File: config.mk
export PLATFORM = sky130hd
export DESIGN_NAME = sorted_key_set_unit
export DESIGN_NICKNAME = d
export VERILOG_FILES = /design/src/rtl/core/sks_pkg.sv /design/src/rtl/core/sorted_key_set_unit.sv /design/src/rtl/core/sks_cell.sv
export SDC_FILE = /design/constraint.sdc
export NUM_CORES = 2
export LEC_CHECK = 0
export BUFFER_PORTS_ARGS = -buffer_cell sky130_fd_sc_hd__clkbuf_2
export CORE_ASPECT_RATIO = 0.8
export CORE_MARGIN = 3
export CORE_UTILIZATION = 40
export CTS_CLUSTER_SIZE = 30
export DETAILED_ROUTE_END_ITERATION = 16
export PLACE_DENSITY = 0.64
export SYNTH_ARGS = -nofsm -noshare
export SYNTH_HDL_FRONTEND = slang
export SYNTH_SLANG_ARGS = --single-unit
File: constraint.sdc
create_clock -name clk -period 4.08 [get_ports clk]
set_input_delay 0.204 -clock clk [delete_from_list [all_inputs] [get_ports clk]]
set_output_delay 0.204 -clock clk [all_outputs]
set_load 0.01 [all_outputs]
File: src/rtl/core/sks_pkg.sv
// Package for the sorted key set: sizes, command and status codes,
// channel payload structs and the control word shared by the key cells.
// Depends on nothing.
package sks_pkg;

  // Number of key cells in the chain.
  localparam int CAPACITY = 16;
  // Width of a sorted index inside the design.
  localparam int POS_W = (CAPACITY > 1) ? $clog2(CAPACITY) : 1;
  // Width of the internal key count, which can reach CAPACITY itself.
  localparam int CNT_W = $clog2(CAPACITY + 1);
  // Widths of the result fields on the port.
  localparam int OUT_POS_W = 4;
  localparam int OUT_CNT_W = 5;
  localparam int KEY_W = 32;

  typedef enum logic [1:0] {
    CMD_INSERT = 2'd0,
    CMD_REMOVE = 2'd1,
    CMD_SEARCH = 2'd2,
    CMD_CLEAR  = 2'd3
  } cmd_t;

  typedef enum logic [1:0] {
    STS_OK   = 2'd0,
    STS_MISS = 2'd1,
    STS_FULL = 2'd2
  } status_t;

  typedef enum logic [1:0] {
    ST_IDLE,
    ST_CMP,
    ST_APPLY
  } state_t;

  typedef enum logic [1:0] {
    CELL_HOLD,
    CELL_INSERT,
    CELL_REMOVE
  } cell_op_t;

  // Request payload.
  typedef struct packed {
    cmd_t                     cmd;
    logic signed [KEY_W-1:0]  key;
  } req_t;

  // Response payload.
  typedef struct packed {
    status_t                status;
    logic [OUT_POS_W-1:0]   position;
    logic [OUT_CNT_W-1:0]   count;
  } rsp_t;

  // Control word broadcast to every cell of the chain.
  typedef struct packed {
    logic                     cmp_en;
    cell_op_t                 op;
    logic signed [KEY_W-1:0]  target;
  } cell_ctl_t;

endpackage

File: src/rtl/core/sorted_key_set_unit.sv
// Top level of the sorted key set: request sequencer, key count, response
// register and the chain of key cells.
// Depends on sks_pkg and sks_cell.
//
//   channel | direction | payload | handshake
//   --------+-----------+---------+---------------------------
//   req     | in        | req_t   | req_valid / req_stall
//   rsp     | out       | rsp_t   | rsp_valid / rsp_stall
//
// Each request passes through three steps: taking the transfer, all cells
// comparing their keys with the target at once, and decoding the position
// and shifting the chain. Requests are handled one at a time.
// Reset empties the set by clearing the key count; cell contents stay.
// A stalled response holds the sequencer in its last step until taken.
module sorted_key_set_unit (
  input  logic           clk,
  input  logic           rst,
  input  logic           req_valid,
  output logic           req_stall,
  input  sks_pkg::req_t  req,
  output logic           rsp_valid,
  input  logic           rsp_stall,
  output sks_pkg::rsp_t  rsp
);
  import sks_pkg::*;

  state_t                  state;
  state_t                  state_next;
  req_t                    cur;
  logic [CNT_W-1:0]        count;
  logic [CNT_W-1:0]        count_next;
  rsp_t                    rsp_next;
  logic                    req_fire;
  logic                    apply_fire;
  cell_ctl_t               ctl;
  cell_op_t                op;

  logic signed [KEY_W-1:0] cell_key [CAPACITY];
  logic [CAPACITY-1:0]     lt_vec;
  logic [CAPACITY-1:0]     eq_vec;
  logic [CAPACITY-1:0]     edge_vec;
  logic [POS_W-1:0]        pos;
  logic                    hit;
  logic                    full;

  assign req_fire   = req_valid && !req_stall;
  assign apply_fire = (state == ST_APPLY) && !(rsp_valid && rsp_stall);

  // Next state.
  always_comb begin
    state_next = state;
    unique case (state)
      ST_IDLE:  if (req_valid) state_next = ST_CMP;
      ST_CMP:   state_next = ST_APPLY;
      ST_APPLY: if (apply_fire) state_next = ST_IDLE;
      default:  state_next = ST_IDLE;
    endcase
  end

  // Sequencer outputs.
  always_comb begin
    req_stall  = (state != ST_IDLE);
    ctl.cmp_en = (state == ST_CMP);
    ctl.op     = apply_fire ? op : CELL_HOLD;
    ctl.target = cur.key;
  end

  // Position of the first entry not below the target. The less-than flags
  // form a run of ones from cell zero, so only one edge bit can be set.
  assign edge_vec = lt_vec & ~(lt_vec >> 1);
  always_comb begin
    pos = '0;
    for (int i = 0; i < CAPACITY; i++) begin
      if (edge_vec[i]) pos = pos | POS_W'(i + 1);
    end
  end

  assign hit  = |eq_vec;
  assign full = (count == CNT_W'(CAPACITY));

  // Request decode: response, chain operation and new count.
  always_comb begin
    op                = CELL_HOLD;
    count_next        = count;
    rsp_next.status   = STS_OK;
    rsp_next.position = '0;
    unique case (cur.cmd)
      CMD_INSERT: begin
        if (hit) begin
          rsp_next.status   = STS_MISS;
          rsp_next.position = OUT_POS_W'(pos);
        end else if (full) begin
          rsp_next.status = STS_FULL;
        end else begin
          op                = CELL_INSERT;
          count_next        = count + CNT_W'(1);
          rsp_next.position = OUT_POS_W'(pos);
        end
      end
      CMD_REMOVE: begin
        if (!hit) begin
          rsp_next.status = STS_MISS;
        end else begin
          op                = CELL_REMOVE;
          count_next        = count - CNT_W'(1);
          rsp_next.position = OUT_POS_W'(pos);
        end
      end
      CMD_SEARCH: begin
        if (!hit) begin
          rsp_next.status = STS_MISS;
        end else begin
          rsp_next.position = OUT_POS_W'(pos);
        end
      end
      CMD_CLEAR: begin
        count_next = '0;
      end
      default: begin
      end
    endcase
    rsp_next.count = OUT_CNT_W'(count_next);
  end

  // Control registers.
  always_ff @(posedge clk) begin
    if (rst) begin
      state     <= ST_IDLE;
      count     <= '0;
      rsp_valid <= 1'b0;
    end else begin
      state <= state_next;
      if (apply_fire) begin
        count     <= count_next;
        rsp_valid <= 1'b1;
      end else if (rsp_valid && !rsp_stall) begin
        rsp_valid <= 1'b0;
      end
    end
  end

  // Payload registers.
  always_ff @(posedge clk) begin
    if (req_fire) cur <= req;
    if (apply_fire) rsp <= rsp_next;
  end

  // Chain of key cells; each sees its neighbors' keys and its left flag.
  for (genvar g = 0; g < CAPACITY; g++) begin : g_cell
    logic                    left_lt;
    logic signed [KEY_W-1:0] left_key;
    logic signed [KEY_W-1:0] right_key;

    if (g == 0) begin : g_first
      assign left_lt  = 1'b0;
      assign left_key = cur.key;
    end else begin : g_mid
      assign left_lt  = lt_vec[g-1];
      assign left_key = cell_key[g-1];
    end

    if (g == CAPACITY - 1) begin : g_last
      assign right_key = cell_key[g];
    end else begin : g_inner
      assign right_key = cell_key[g+1];
    end

    sks_cell u_cell (
      .clk       (clk),
      .ctl       (ctl),
      .valid     (CNT_W'(g) < count),
      .left_lt   (left_lt),
      .left_key  (left_key),
      .right_key (right_key),
      .key       (cell_key[g]),
      .lt        (lt_vec[g]),
      .eq        (eq_vec[g])
    );
  end

endmodule

File: src/rtl/core/sks_cell.sv
// One cell of the sorted key chain: holds one key, compares it with the
// broadcast target and shifts keys to or from its neighbors.
// Depends on sks_pkg.
module sks_cell (
  input  logic                            clk,
  input  sks_pkg::cell_ctl_t              ctl,
  input  logic                            valid,
  input  logic                            left_lt,
  input  logic signed [sks_pkg::KEY_W-1:0] left_key,
  input  logic signed [sks_pkg::KEY_W-1:0] right_key,
  output logic signed [sks_pkg::KEY_W-1:0] key,
  output logic                            lt,
  output logic                            eq
);
  import sks_pkg::*;

  // Compare flags, taken once per request.
  always_ff @(posedge clk) begin
    if (ctl.cmp_en) begin
      lt <= valid && (key < ctl.target);
      eq <= valid && (key == ctl.target);
    end
  end

  // Key storage. Cells below the handled position hold; the rest shift.
  always_ff @(posedge clk) begin
    unique case (ctl.op)
      CELL_HOLD: begin
      end
      CELL_INSERT: begin
        if (!lt) begin
          key <= left_lt ? ctl.target : left_key;
        end
      end
      CELL_REMOVE: begin
        if (!lt) begin
          key <= right_key;
        end
      end
      default: begin
      end
    endcase
  end

endmodule
==> results.yml <==
synth:
  synth_edf_count: 589
  synth_area_leader_cell: "edfxtp_1"
  netlist_top_cells_count: "617 x nand2_1, 589 x edfxtp_1, 537 x o21ai_0"
  synth_cells: 3797
  synth_area_um2: 40000
  synth_nets: 4357
  synthFlopType: "edfxtp_1"
  yosysUniqueCellTypes: 57
  ys_warn_count: 0
  yosysTopAreaCellShare_pct: 44.2
  yosysSeqAreaShare_pct: 44.6
  avgSynthCellArea_um2: 10.5
  synth-seq-cells: 597
  yosys-top-cells-area: "edfxtp_1 44%, ha_1 16%, mux2i_1 11%, o21ai_0 6.7%, nand2_1 5.8%"
  yosysMostFrequentCell: "nand2_1"
  async_reset_ff_share_pct: 0
floorplan:
  coreArea_um2: 99000
  io_pins: 51
  fp-row-count: 103
  die_x_um: 360
  dieArea_um2: 104000
  die_h_um: 289
  start_util_pct: 40.5
setup_path:
  endpoint_kind: "flop"
  critPathCapture: "g_cell[2].u_cell.lt"
  startpoint: "g_cell[0].left_key[13]"
  critPathMaxFanout: 16
  crit-reg2reg-capture: "g_cell[2].u_cell.lt"
  cp-start-kind: "flop"
  worst-setup-path-type: "flop to flop"
  worstPathArrival_ns: 4.36
  crit_required_ns: 4.45
  r2r-start: "g_cell[0].left_key[13]"
  r2r_cells: 10
  ff2ff_setup_slack_ns: 0.09
route:
  firstDrtPassIters: 6
  routedWlPerCell_um: 24.9
  dr_total_vias: 31900
  viasPerCell: 6.09
  drtAntennaViolNets: 0
  post-route-drc-count: 0
  routed_wl_mm: 131
  first_iter_violations: 4103
clock_network:
  cts-buffers-inserted: 66
  clkTransAtPathRegs_ns: 0.06
  postCtsSetupBuffers: 0
  h-tree-depth: 3
  cts.sinks: 597
  cts_max_path_buffers: 3
  cts_tree: "done"
  clockRootBuffer: "clkbuf_16"
  clock_latency_ns: 0.64
min_path:
  hp-class: "primary input to flop"
timing:
  max_freq_mhz: 250
  slew_violations: 0
  tightestPinTransition_ns: 1.27
  skew_ns: 0.0284
  setup_viol: 0
  grt_setup_unrepaired: "false"
  fin_crit_sh_pct: 97.9
  setup_tns_ns: 0
  layout_setup_ws_ns: 0.0852
  layout_min_cycle_time_ns: 3.99
  hold_viol: 0
  relSlewSlack_pct: 15.7
global_route:
  grt_busiest_layer: "met1"
  grt_pass1_vias: 29800
  grt_max_degree: 280
  grt_util_met1_pct: 38.0
  grt.overflow.total: 0
  track_usage_pct: 24.7
  grt_pass1_wl_mm: 195
  use_met3_pct: 5.95
  grtUsageMet2_pct: 33.9
  antenna_found_initial: 3
final_layout:
  nNetsFinal: 4440
  syn2layout_area_growth_pct: 12.9
  drive_gt1_share_pct: 9.04
  utilization_pct: 45.7
outcome:
  outcome: "finished clean"
power:
  vdd_ir_drop_max_mv: 0.271
  power.leakage_nw: 17.6
  power_mw: 15.3
  cellPowerDensity_nw_per_um2: 338
placed_design:
  routabilityCongestion: 0.991
  port_buffers: 50
  dp_slack_ns: 0.0834
  hpwl_mm: 95.4
run:
  cap_violations: 0
==> report_power, final <==
part	total, mW	internal, mW	switching [mW]
Sequential	6.99	6.86	0.128
Clock	6.51	3.82	2.69
Combinational	1.80	0.691	1.11
==> layout by cell type, fill, tap and decap left out, drive strengths merged, types with 9 or more instances in the layout <==
master / synthesis / final
nand2: 617 / 617
edfxtp: 589 / 589
o21ai: 547 / 547
ha: 522 / 522
mux2i: 453 / 453
a21oi: 210 / 210
buf: 43 / 140
clkbuf: 170 / 127
inv: 74 / 78
nand4: 63 / 63
nand3: 62 / 62
nor2: 58 / 58
a21o: 49 / 49
and4: 44 / 44
dlygate4sd3: 0 / 38
mux2: 35 / 35
nor3: 27 / 27
a221oi: 27 / 27
nor2b: 24 / 24
o211ai: 23 / 23
clkinv: 0 / 21
nor4: 19 / 19
a221o: 14 / 14
o21a: 12 / 12
or3: 12 / 12
bufinv: 0 / 11
nand2b: 9 / 9
a21boi: 9 / 9
and2: 9 / 9
==> stage by stage <==
stage	hold WS, ns	area (um2)	std cells
6_report	0.287	45200	5243
5_1_grt	0.284	45200	5240
4_1_cts	0.250	45200	5240
3_5_place_dp	0.383	42500	5086
3_3_place_gp	0.381	42500	5086
2_1_floorplan	0.303	40000	3797
==> final cells by class <==
type / instances / area, um2
Inverter: 74 / 278
Clock inverter: 39 / 517
Antenna cell: 3 / 7.51
Timing Repair Buffer: 228 / 1840
Sequential cell: 597 / 17800
Clock buffer: 77 / 1770
Tap cell: 1312 / 1640
Multi-Input combinational cell: 2913 / 21300
Fill cell: 9099 / 53800
==> sequential cells by signal, indices dropped and copies added (netlist names) <==
register	cells
rsp_valid	1
state	2
cur	2
g_cell.u_cell.lt	16
g_cell.u_cell.eq	16
rsp	11
count	5
g_cell.u_cell.key	512
g_cell.left_key	32
==> worst min-delay path by stage <==
stage | startpoint | end | slack, ns | cells past startpoint
final | req[29] | g_cell[0].left_key[29] | 0.29 | 2
after detailed placement | req[29] | g_cell[0].left_key[29] | 0.38 | 1
after global placement | req[22] | g_cell[0].left_key[22] | 0.38 | 1
after CTS | req[29] | g_cell[0].left_key[29] | 0.25 | 2
after global routing | req[1] | g_cell[0].left_key[1] | 0.28 | 2
after floorplan | req[32] | cur[32] | 0.30 | 0
==> routing by layer <==
| layer | vias up | routed length [um] | share of wire (%) |
|---|---|---|---|
| met5 | - | 0 | 0 |
| met4 | 0 | 3560 | 2.7 |
| met3 | 190 | 16000 | 12 |
| met2 | 1675 | 51100 | 39 |
| met1 | 15500 | 59900 | 46 |
| li1 | 14500 | - | - |
==> critical path, cell delays in order, from the launching register on <==
cell and delay [ns]:
edfxtp_1 0.32, buf_4 0.27, inv_1 0.36, buf_4 0.28, ha_1 0.30, nand4_1 0.21
nor4_1 1.03, a21boi_0 0.51, o31a_1 0.24, o21a_1 0.14, nor3_1 0.04
==> cell families after synthesis <==
family                   count (synthesis)  synth area share (%)
flip-flops                             597                  44.6
buffers and inverters                  287                  2.78
AND/OR/NAND/NOR                        967                  10.9
AO/OA/AOI/OAI                          936                  13.1
adder cells (fa/ha/maj)                522                  16.3
multiplexers                           488                  12.3
==> repair_timing <==
item,CTS,global route
endpoints found under the hold margin,44,0
gates resized for setup,0,2
endpoints found under the setup margin,0,2
hold buffers,38,0
(Power assumes the default switching activity.)
